===== config.mk =====
export PLATFORM = sky130hd
export DESIGN_NAME = moving_average_clamp_top
export DESIGN_NICKNAME = d
export VERILOG_FILES = /design/src/rtl/mavg_pkg.sv /design/src/rtl/mavg_ring.sv /design/src/rtl/mavg_div.sv /design/src/rtl/moving_average_clamp_top.sv
export SDC_FILE = /design/constraint.sdc
export NUM_CORES = 1
export LEC_CHECK = 0
export BUFFER_PORTS_ARGS = -buffer_cell sky130_fd_sc_hd__buf_4
export CAP_MARGIN = 10
export CORE_MARGIN = 3
export CORE_UTILIZATION = 55
export DETAILED_ROUTE_END_ITERATION = 8
export GPL_TIMING_DRIVEN = 0
export PLACE_DENSITY = 0.68
export SYNTH_ARGS = -nofsm -noshare
export SYNTH_HDL_FRONTEND = slang
export SYNTH_SLANG_ARGS = --single-unit

===== constraint.sdc =====
create_clock -name clk_i -period 8.45 [get_ports clk_i]
set_input_delay 0.4225 -clock clk_i [delete_from_list [all_inputs] [get_ports clk_i]]
set_output_delay 0.4225 -clock clk_i [all_outputs]
set_load 0.005 [all_outputs]

===== src/rtl/mavg_pkg.sv =====
// ----------------------------------------------------------------------------
// mavg_pkg: shared types and constants of the moving average clamp
// Window size, field widths, controller states and the structs that link
// the controller to the sample ring and to the divider.
// ----------------------------------------------------------------------------
package mavg_pkg;

  localparam int unsigned WINDOW   = 10;
  localparam int unsigned SAMPLE_W = 16;
  localparam int unsigned OUT_W    = 12;
  localparam int unsigned SLOT_W   = (WINDOW > 1) ? $clog2(WINDOW) : 1;
  localparam int unsigned CNT_W    = $clog2(WINDOW + 1);
  // Exact running sum: magnitude up to WINDOW * 2^15, plus sign.
  localparam int unsigned SUM_W    = SAMPLE_W + $clog2(WINDOW);
  // Divider works on the non-negative sum, so it drops the sign bit.
  localparam int unsigned QUO_W    = SUM_W - 1;
  localparam int unsigned STEP_W   = $clog2(QUO_W);

  localparam logic [OUT_W-1:0] OUT_MAX = {OUT_W{1'b1}};

  typedef enum logic [2:0] {
    ST_IDLE,
    ST_UPDATE,
    ST_START,
    ST_DIVIDE,
    ST_OUTPUT
  } state_e;

  typedef struct packed {
    logic                rd_en;
    logic                wr_en;
    logic [SLOT_W-1:0]   addr;
    logic [SAMPLE_W-1:0] wdata;
  } ring_req_t;

  typedef struct packed {
    logic             done;
    logic [QUO_W-1:0] quotient;
  } div_result_t;

endpackage


===== src/rtl/mavg_ring.sv =====
// ----------------------------------------------------------------------------
// mavg_ring: sample ring storage
// Single-port synchronous memory of WINDOW samples with registered read data.
// ----------------------------------------------------------------------------
module mavg_ring (
  input  logic                          clk_i,
  input  mavg_pkg::ring_req_t           req_i,
  output logic [mavg_pkg::SAMPLE_W-1:0] rdata_o
);
  import mavg_pkg::*;

  logic [SAMPLE_W-1:0] mem_q [WINDOW];
  logic [SAMPLE_W-1:0] rdata_q;

  always_ff @(posedge clk_i) begin
    if (req_i.wr_en) begin
      mem_q[req_i.addr] <= req_i.wdata;
    end
  end

  always_ff @(posedge clk_i) begin
    if (req_i.rd_en) begin
      rdata_q <= mem_q[req_i.addr];
    end
  end

  assign rdata_o = rdata_q;

endmodule


===== src/rtl/mavg_div.sv =====
// ----------------------------------------------------------------------------
// mavg_div: iterative unsigned divider
// Restoring division, one quotient bit per cycle.
// ----------------------------------------------------------------------------
module mavg_div (
  input  logic                       clk_i,
  input  logic                       rst_ni,
  input  logic                       start_i,
  input  logic [mavg_pkg::QUO_W-1:0] dividend_i,
  input  logic [mavg_pkg::CNT_W-1:0] divisor_i,
  output mavg_pkg::div_result_t      result_o
);
  import mavg_pkg::*;

  logic              busy_q, busy_d;
  logic              done_q, done_d;
  logic [STEP_W-1:0] step_q, step_d;
  logic [QUO_W-1:0]  quo_q;
  logic [CNT_W-1:0]  rem_q;
  logic [CNT_W-1:0]  div_q;

  logic [CNT_W:0]    rem_shift;
  logic [CNT_W:0]    rem_diff;
  logic              fits;

  assign rem_shift = {rem_q, quo_q[QUO_W-1]};
  assign fits      = rem_shift >= {1'b0, div_q};
  assign rem_diff  = rem_shift - {1'b0, div_q};

  always_comb begin
    busy_d = busy_q;
    done_d = 1'b0;
    step_d = step_q;
    if (start_i) begin
      busy_d = 1'b1;
      step_d = '0;
    end else if (busy_q) begin
      step_d = step_q + STEP_W'(1);
      if (step_q == STEP_W'(QUO_W - 1)) begin
        busy_d = 1'b0;
        done_d = 1'b1;
      end
    end
  end

  always_ff @(posedge clk_i or negedge rst_ni) begin
    if (!rst_ni) begin
      busy_q <= 1'b0;
      done_q <= 1'b0;
      step_q <= '0;
    end else begin
      busy_q <= busy_d;
      done_q <= done_d;
      step_q <= step_d;
    end
  end

  // Shift in one quotient bit per step; remainder stays below the divisor.
  always_ff @(posedge clk_i) begin
    if (start_i) begin
      quo_q <= dividend_i;
      rem_q <= '0;
      div_q <= divisor_i;
    end else if (busy_q) begin
      quo_q <= {quo_q[QUO_W-2:0], fits};
      rem_q <= fits ? rem_diff[CNT_W-1:0] : rem_shift[CNT_W-1:0];
    end
  end

  assign result_o.done     = done_q;
  assign result_o.quotient = quo_q;

endmodule


===== src/rtl/moving_average_clamp_top.sv =====
// ----------------------------------------------------------------------------
// moving_average_clamp_top: boxcar moving average with output clamp
// Per item: the ring is read on accept, then written with the sum update,
// the divider is started, divides bit-serially and signals done, and the output loads.
// A new item is taken only after the previous result is loaded, so the bit-serial
// divider limits the item rate, and a stalled finished result holds it up further.
// Reset: ring sum, write slot and fill count clear; no clearing pass needed.
// ----------------------------------------------------------------------------
module moving_average_clamp_top (
  input  logic                          clk_i,
  input  logic                          rst_ni,
  input  logic                          in_valid_i,
  output logic                          in_stall_o,
  input  logic [mavg_pkg::SAMPLE_W-1:0] in_sample_i,
  output logic                          out_valid_o,
  input  logic                          out_stall_i,
  output logic [mavg_pkg::OUT_W-1:0]    out_smoothed_o
);
  import mavg_pkg::*;

  // Controller state and datapath registers.
  state_e              state_q, state_d;
  logic [SAMPLE_W-1:0] sample_q;
  logic [SUM_W-1:0]    sum_q, sum_d;
  logic [SLOT_W-1:0]   slot_q, slot_d;
  logic [CNT_W-1:0]    fill_q, fill_d;
  logic                out_valid_q, out_valid_d;
  logic [OUT_W-1:0]    out_q;

  // Control outputs of the state machine.
  ring_req_t           ring_req;
  logic                div_start;
  logic                load_out;
  logic                accept;

  logic [SAMPLE_W-1:0] ring_rdata;
  logic [SAMPLE_W-1:0] old_sample;
  logic                ring_full;
  div_result_t         div_res;
  logic [QUO_W-1:0]    dividend;
  logic [OUT_W-1:0]    clamped;

  assign accept = in_valid_i && (state_q == ST_IDLE);

  // Sample ring: read the slot on accept, write the new sample to it in the update cycle.
  // One item is in flight at a time, so read and write never collide.
  mavg_ring u_ring (
    .clk_i   (clk_i),
    .req_i   (ring_req),
    .rdata_o (ring_rdata)
  );

  // Slots are written in order, so until the ring is full the slot about
  // to be replaced was never written; zero stands in for its old sample.
  assign ring_full  = (fill_q == CNT_W'(WINDOW));
  assign old_sample = ring_full ? ring_rdata : '0;

  // A negative sum gives a quotient at or below zero, which clamps to zero:
  // divide zero instead.
  assign dividend = sum_q[SUM_W-1] ? '0 : sum_q[QUO_W-1:0];

  mavg_div u_div (
    .clk_i      (clk_i),
    .rst_ni     (rst_ni),
    .start_i    (div_start),
    .dividend_i (dividend),
    .divisor_i  (fill_q),
    .result_o   (div_res)
  );

  // Clamp the quotient to the output range.
  assign clamped = (|div_res.quotient[QUO_W-1:OUT_W]) ? OUT_MAX
                                                       : div_res.quotient[OUT_W-1:0];

  // Next state.
  always_comb begin
    state_d = state_q;
    case (state_q)
      ST_IDLE:   if (in_valid_i) state_d = ST_UPDATE;
      ST_UPDATE: state_d = ST_START;
      ST_START:  state_d = ST_DIVIDE;
      ST_DIVIDE: if (div_res.done) state_d = ST_OUTPUT;
      ST_OUTPUT: if (!out_valid_q || !out_stall_i) state_d = ST_IDLE;
      default:   state_d = ST_IDLE;
    endcase
  end

  // State machine outputs.
  always_comb begin
    in_stall_o     = 1'b1;
    ring_req.rd_en = 1'b0;
    ring_req.wr_en = 1'b0;
    ring_req.addr  = slot_q;
    ring_req.wdata = sample_q;
    div_start      = 1'b0;
    load_out       = 1'b0;
    case (state_q)
      ST_IDLE: begin
        in_stall_o     = 1'b0;
        ring_req.rd_en = in_valid_i;
      end
      ST_UPDATE: begin
        ring_req.wr_en = 1'b1;
      end
      ST_START: begin
        div_start = 1'b1;
      end
      ST_OUTPUT: begin
        load_out = !out_valid_q || !out_stall_i;
      end
      default: begin
        in_stall_o = 1'b1;
      end
    endcase
  end

  // Running sum, write slot and fill count advance in the update cycle.
  always_comb begin
    sum_d  = sum_q;
    slot_d = slot_q;
    fill_d = fill_q;
    if (state_q == ST_UPDATE) begin
      sum_d  = sum_q - {{(SUM_W-SAMPLE_W){old_sample[SAMPLE_W-1]}}, old_sample}
                     + {{(SUM_W-SAMPLE_W){sample_q[SAMPLE_W-1]}}, sample_q};
      slot_d = (slot_q == SLOT_W'(WINDOW - 1)) ? '0 : slot_q + SLOT_W'(1);
      if (!ring_full) begin
        fill_d = fill_q + CNT_W'(1);
      end
    end
  end

  // Output register: drop the item when taken, load a new one when free.
  always_comb begin
    out_valid_d = out_valid_q;
    if (out_valid_q && !out_stall_i) begin
      out_valid_d = 1'b0;
    end
    if (load_out) begin
      out_valid_d = 1'b1;
    end
  end

  always_ff @(posedge clk_i or negedge rst_ni) begin
    if (!rst_ni) begin
      state_q     <= ST_IDLE;
      sum_q       <= '0;
      slot_q      <= '0;
      fill_q      <= '0;
      out_valid_q <= 1'b0;
    end else begin
      state_q     <= state_d;
      sum_q       <= sum_d;
      slot_q      <= slot_d;
      fill_q      <= fill_d;
      out_valid_q <= out_valid_d;
    end
  end

  // Payload registers: hold the accepted sample and the loaded result.
  always_ff @(posedge clk_i) begin
    if (accept) begin
      sample_q <= in_sample_i;
    end
    if (load_out) begin
      out_q <= clamped;
    end
  end

  assign out_valid_o    = out_valid_q;
  assign out_smoothed_o = out_q;

endmodule


# [Word-level counts from Yosys, hierarchy flattened]
# Memories as Yosys holds them, arrays and structs flattened. A register that Yosys moved wholly into a read port is not among the register bits.
# Cells that the tools add are included.
[totals] ff_bits=94 ramBits=160 input_bits=20 output_inout_bits=14 elab_cells=70 mem_count=1
[op_classes] addsub=6 magnitude_cmp=1 n_eq_ne=10 muxes=27 bitwise=1 n_reduce_logical=11
[memory_table] memory="u_ring.mem_q" depth=10 width=16 rd=1 rd_clocked_by_memory_dff=1 wr=1 line="mavg_ring.sv:12" source="logic [SAMPLE_W-1:0] mem_q [WINDOW];"
[op_table] cell="19-bit two-way mux" count=3
[op_table] cell="20-bit adder" count=1
[op_table] cell="20-bit subtractor" count=1
[op_table] cell="16-bit two-way mux" count=1
[op_table] cell="1-bit two-way mux" count=15
[op_table] cell="3-bit one-hot mux with 5 select lines" count=1
[op_table] cell="5-bit two-way mux" count=2
[op_table] cell="3-bit two-way mux" count=3
[op_table] cell="4-bit by 1-bit adder with 4-bit output, second input constant" count=2
[op_table] cell="4-bit equality test, second input constant" count=2
[op_table] cell="4-bit two-way mux" count=2
[op_table] cell="7-bit OR reduction" count=1
[op_table] cell="3-bit by 2-bit equality test with 1-bit output, second input constant" count=2
[op_table] cell="5-bit by 1-bit adder with 5-bit output, second input constant" count=1
[op_table] cell="5-bit equality test, second input constant" count=1
[op_table] cell="5-bit by 4-bit greater-or-equal comparator with 1-bit output" count=1
[op_table] cell="2-bit != test, second input constant" count=2
[op_table] cell="2-bit nonzero test" count=2
[op_table] cell="4-bit subtractor" count=1
[op_table] cell="3-bit by 1-bit equality test with 1-bit output, second input constant" count=1
[op_table] cell="3-bit equality test, second input constant" count=1
[op_table] cell="3-bit zero test" count=1
[op_table] cell="3-bit AND reduction" count=1
[op_table] cell="1-bit logical AND" count=2
[op_table] cell="5 further kinds" count=6

# [Depth between registers and ports, before layout]
[depth] ltp_word=4 depth_mapped=16 depth_no_buf=16

# [Modules after synthesis]
# From an unflattened synthesis, not the netlist that was laid out.
[hier_totals] hier_cells=872 area_unflattened_um2=12404.4
[modules_own_cells] module="mavg_ring" instances=1 cells_per_inst=324 area_per_inst_um2=6729.0 seq_area_each_um2=5285.1
[modules_own_cells] module="moving_average_clamp_top" instances=1 cells_per_inst=430 area_per_inst_um2=4073.9 seq_area_each_um2=1641.6
[modules_own_cells] module="mavg_div" instances=1 cells_per_inst=118 area_per_inst_um2=1601.5 seq_area_each_um2=945.9

# [Worst setup path before layout]
# Ideal clock, no wire load.
[synth_timing] kind="flip-flop to flip-flop" start="register fill_q[0]" end="register sum_q[19]" setup_time_ns=0.139 arrival_ns=3.417 t_required_ns=8.311 path_slack_ns=4.894 path_stages_with_launch=17 n_path_buf=1 synth_period_minus_slack_ns=3.556 cell_sequence="dfrtp_1 -> inv_1 -> ha_1 -> nand2_1 -> nor2_1 -> clkbuf_1 -> and2_1 -> fa_1 -> inv_1 -> ha_1 -> a21oi_1 -> o21a_1 -> o21ai_0 -> nand3_1 -> a21oi_1 -> a2111o_1 -> or4_1"
[synth_via] elab_chain_cells=4
[synth_rtl] element="start: declaration" line="moving_average_clamp_top.sv:26" source="logic [CNT_W-1:0] fill_q, fill_d;"
[synth_rtl] element="start signal: assignment" line="moving_average_clamp_top.sv:154" source="fill_q <= fill_d;"
[synth_rtl] element="4-bit equality test" line="moving_average_clamp_top.sv:55" source="assign ring_full = (fill_q == CNT_W'(WINDOW));"
[synth_rtl] element="16-bit two-way mux" line="moving_average_clamp_top.sv:56" source="assign old_sample = ring_full ? ring_rdata : '0;"
[synth_rtl] element="20-bit subtractor" line="moving_average_clamp_top.sv:123" source="sum_d = sum_q - {{(SUM_W-SAMPLE_W){old_sample[SAMPLE_W-1]}}, old_sample}"
[synth_rtl] element="20-bit adder" line="moving_average_clamp_top.sv:124" source="+ {{(SUM_W-SAMPLE_W){sample_q[SAMPLE_W-1]}}, sample_q};"
[synth_rtl] element="end signal: assignment" line="moving_average_clamp_top.sv:152" source="sum_q <= sum_d;"
[synth_rtl] element="end: declaration" line="moving_average_clamp_top.sv:24" source="logic [SUM_W-1:0] sum_q, sum_d;"
# Every way passes these cells.
# A chain may end at the register's enable or synchronous reset.

# [Final worst setup path]
# Same ends and word-level chain as after synthesis.

==> run summary <==
The cell area power density is approximately 320 mW/mm². During synthesis, Yosys emitted a total of 0 warnings. After synthesis, the largest family of logic cells by area is simple AND/OR/NAND/NOR gates.

The aggregate routed wire length came out at 23500 µm. The largest driver fanout on the critical path is 10. The setup slack after layout is 4.18 ns. The largest single stage delay on the critical path is between 0.4 and 0.5 ns. The largest vdd supply drop came out at roughly 0.00018 V. The clock period could shrink to ~4.3 ns.

Prior to clock tree synthesis, the placed netlist has a worst setup slack of roughly 4.2 ns. The final number of hold-violating endpoints is 0. The number of rows created at floorplan came out at 53. The estimated wirelength of the detail-placed design is ~17000 µm. The largest net degree at the start of global routing is 40.

Of the total synthesized cell area, the portion taken by AND, OR, NAND and NOR gates is 7.98%. The number of global-route vias before repair came out at a little over 7000. Setup repair after global routing left no endpoint under its margin.

The synthesized netlist devotes roughly 1.8% of its cell area to XOR and XNOR gates. In this run, the number of DRC markers left after iteration 0 of detailed routing was 482. The overall fraction of global-route tracks in use came out at 20.4%. The number of antenna cells inserted came out at 0. The required time at the worst-slack endpoint is a little under 9 ns. Gates resized during post-CTS repair numbered 0. The floorplan step set the die height to 154 µm. The setup violation total in the final timing report is 0. The number of top-level pins is 34. STA classifies the critical path startpoint as a register. The top cell family by delay on the critical path is simple AND/OR/NAND/NOR gates. Routability-driven placement finished with a final weighted congestion of a little under 0.9. The combined buffer and inverter count along the critical path came out at 3. The synthesized netlist occupies a cell area of between 0.01 and 0.015 mm². The distinct cell type count after synthesis came out at 51. In this run the static leakage power is roughly 5 nW. The data arrival at the endpoint of the critical path came out at 4.68 ns. In this run the standard cell core region covers approximately 0.021 mm². The synthesized design contains 270 register bits. Once detail routing completed, the nets flagged for antenna violations numbered 0.

The number of buffers inserted for hold repair after clock tree synthesis is 1. The number of vias per cell after detailed routing came out at around 5.7. The buffer levels on the longest clock path is 3.

Synthesis handed over a netlist of between 800 and 900 instances. The worst-margin pin slew is 1.13 ns. After synthesis, the share of flip-flops with an asynchronous set or reset is roughly 14%. The ratio of final minimum period to clock period is a little over 50%. The H-tree depth is 1. The number of max-slew violations in the final report came out at 0.

The share of cell area taken by muxes after synthesis is 7.80%. The full die area came out at 0.0237 mm². The number of antenna violations at the first check in global routing is 0. The clock arrives with around 0.038 ns of skew. The worst pin sits at a relative slew slack of roughly a quarter. For this block, the via count after detailed routing is a little under 7000.

Input and output buffers added on the ports amount to 33. The die span in x is about 150 µm. STA classifies the critical path endpoint as a register. The cell chosen for the clock root is clkbuf_16.

Counting every sink on the clock net gives 270. The arithmetic-cell share of the synthesized area counting full adders, half adders and majority gates came out at under 10%. The net count of the finished layout is a little under 1000. The first-pass GRT wire length came out at ~38000 µm.

The setup total negative slack is 0 ns. Among all flip-flop cells after synthesis, the most frequent one is edfxtp_1. The number of nets in the synthesized netlist is just over 900. The share of synthesized area occupied by flip-flops and latches came out at between 60% and 70%.

The number of violations of the max-capacitance limit is 0. The fraction of the mapped netlist area in compound gates came out at 7.00%. The clock reaches the later pin of the worst-skew pair after 0.57 ns. The residual overflow from global routing is 0. For this run, the top clock speed supported by timing is around 0.23 GHz. The number of detailed-routing iterations run before antenna repair came out at 5. The CTS tree is done. The fraction of layout cells with a size suffix above 1 came out at about 16%. Once the clock tree was built, the setup fixing pass inserted 0 buffers. The clock buffer count from CTS came out at 28. Averaged over all synthesized cells, the footprint is 14.3 µm². The initial core utilization is between 50 and 60%.

The path class of the tightest hold or removal check is in2reg. The number of flops mapped to enable cells by yosys is between 200 and 250. The layout-stage area growth over the synthesis result is 14.8%. Among all stages on the critical path, the largest delay is contributed by o41ai_4. The post-detailed-route DRC marker count came out at 0. The run finished with clean final reports. The clock edge transition at the registers on the reported setup and hold paths is approximately 0.06 ns. The worst hold margin came out at between 0.02 and 0.03 ns. The average detailed-routed wire length per instance is 19.3 µm. The worst setup path is of the reg2reg kind. The critical path goes through inv_1, ha_1, nand2_1, nor2_1, clkbuf_1, and2_1, fa_1, inv_1, ha_1, a21oi_1, o21ai_0, o41ai_4, nor2_1, mux2i_1, or4_1.
==> per-stage QoR <==
| step | instances | total power [W] | utilization (%) | cell area (µm²) |
|---|---|---|---|---|
| final | 1215 | 0.00446 | 65.0 | 13800 |
| after global routing | 1215 | 0.00475 | 65.0 | 13800 |
| after CTS | 1215 | 0.00449 | 65.0 | 13800 |
| after detailed placement | 1162 | 0.00324 | 60.5 | 12900 |
| after global placement | 1150 | 0.00316 | 59.4 | 12600 |
| after floorplan | 842 | 0.00286 | - | 12100 |
==> cell usage after synthesis (2+ instances only) <==
cell type / count / share of area (%)
edfxtp_1: 227 / 57
inv_1: 84 / 2.6
nand2_1: 65 / 2.0
dfrtp_1: 39 / 8.1
a21oi_1: 36 / 1.5
o21ai_0: 35 / 1.5
mux4_2: 32 / 6.0
nor2_1: 31 / 0.97
ha_1: 29 / 3.0
clkbuf_1: 25 / 0.78
mux2i_1: 22 / 1.8
o31ai_1: 22 / 1.4
fa_1: 20 / 3.3
nor2b_1: 20 / 1.0
a211oi_1: 18 / 1.1
and2_1: 15 / 0.78
xnor2_1: 14 / 1.0
or2_2: 12 / 0.62
xor2_1: 11 / 0.80
nand4_1: 9 / 0.47
nor3_1: 9 / 0.37
a21o_1: 7 / 0.44
nand2b_1: 7 / 0.36
buf_2: 6 / 0.25
nand3_1: 6 / 0.25
dfxtp_1: 4 / 0.66
or3_1: 4 / 0.21
buf_1: 3 / 0.093
nor3b_1: 3 / 0.19
nor4_1: 3 / 0.16
a21oi_2: 2 / 0.15
o21bai_1: 2 / 0.12
o22ai_1: 2 / 0.10
==> flip-flops by register name (all words and copies together), names as in the netlist, 4 cells and up <==
| name | cells |
|---|---|
| out_smoothed_o | 12 |
| sum_q | 20 |
| fill_q | 4 |
| slot_q | 4 |
| u_ring.mem_q | 160 |
| sample_q | 16 |
| u_div.quo_q | 19 |
| u_div.div_q | 4 |
| u_div.rem_q | 4 |
| u_div.step_q | 5 |
| u_ring.rdata_o | 16 |
==> layout make-up <==
class	count	area (µm²)
Sequential cell	270	7870
Fill cell	1515	7440
Multi-Input combinational cell	453	3770
Clock buffer	42	805
Timing Repair Buffer	46	453
Tap cell	275	344
Inverter	85	319
Clock inverter	10	149
Buffer	34	135
==> power breakdown <==
group	switching (W)	total (W)	internal (W)	leakage, nW
registers	0.0000898	0.00173	0.00164	2.54
logic	0.000870	0.00148	0.000612	2.13
clock network	0.000498	0.00125	0.000751	0.466
total	0.00146	0.00446	0.00300	5.14
==> final timing paths <==
check                               start             end  slack (ns)  cells after the start
max                             fill_q[0]       sum_q[19]        4.18                     15
min                        in_sample_i[7]     sample_q[7]        0.03                      1
max reg2reg                     fill_q[0]       sum_q[19]        4.18                     15
min reg2reg                u_div.rem_q[3]  u_div.rem_q[3]        0.48                      2
max in group asynchronous          rst_ni        sum_q[9]        7.66                      2
min in group asynchronous          rst_ni       slot_q[2]        0.40                      2
==> layout by cell type, fill, tap and decap left out, types with 4 or more instances in the layout <==
cell type / instances
and2_1: 15
buf_8: 4
dfrtp_1: 39
nor2b_1: 20
buf_6: 4
mux4_2: 32
nor2_1: 24
inv_1: 84
a21oi_1: 36
dfxtp_1: 4
nand3_1: 6
xnor2_1: 14
nor2_2: 6
buf_2: 6
o21ai_0: 35
mux2i_1: 22
or3_1: 4
fa_1: 20
nor3_1: 6
a211oi_1: 18
nand2b_1: 7
clkbuf_16: 29
clkinv_2: 5
nand4_1: 9
a21o_1: 7
xor2_1: 11
clkbuf_1: 35
nand2_1: 65
ha_1: 29
edfxtp_1: 227
buf_4: 34
or2_2: 12
o31ai_1: 22
==> layer usage <==
| metal | vias to the layer above | share of wire, % | routed length [µm] | GRT usage [%] |
|---|---|---|---|---|
| li1 | 3214 | - | - | - |
| met1 | 3446 | 41 | 9630 | 26.9 |
| met2 | 188 | 51 | 12100 | 35.8 |
| met3 | 52 | 4.8 | 1120 | 2.87 |
| met4 | 0 | 3.0 | 695 | 5.47 |
| met5 | - | 0 | 0 | 0 |
==> cell families (layout without fill, tap and decap cells) <==
family | Yosys count | count (layout)
AOI/OAI and AO/OA | 133 | 133
adders and majority gates | 49 | 49
muxes | 54 | 54
and+or+nand+nor | 192 | 192
buffers and inverters | 119 | 217
DFF | 270 | 270
xor gates and xnor gates | 25 | 25
Power figures use the tool's default switching activity.
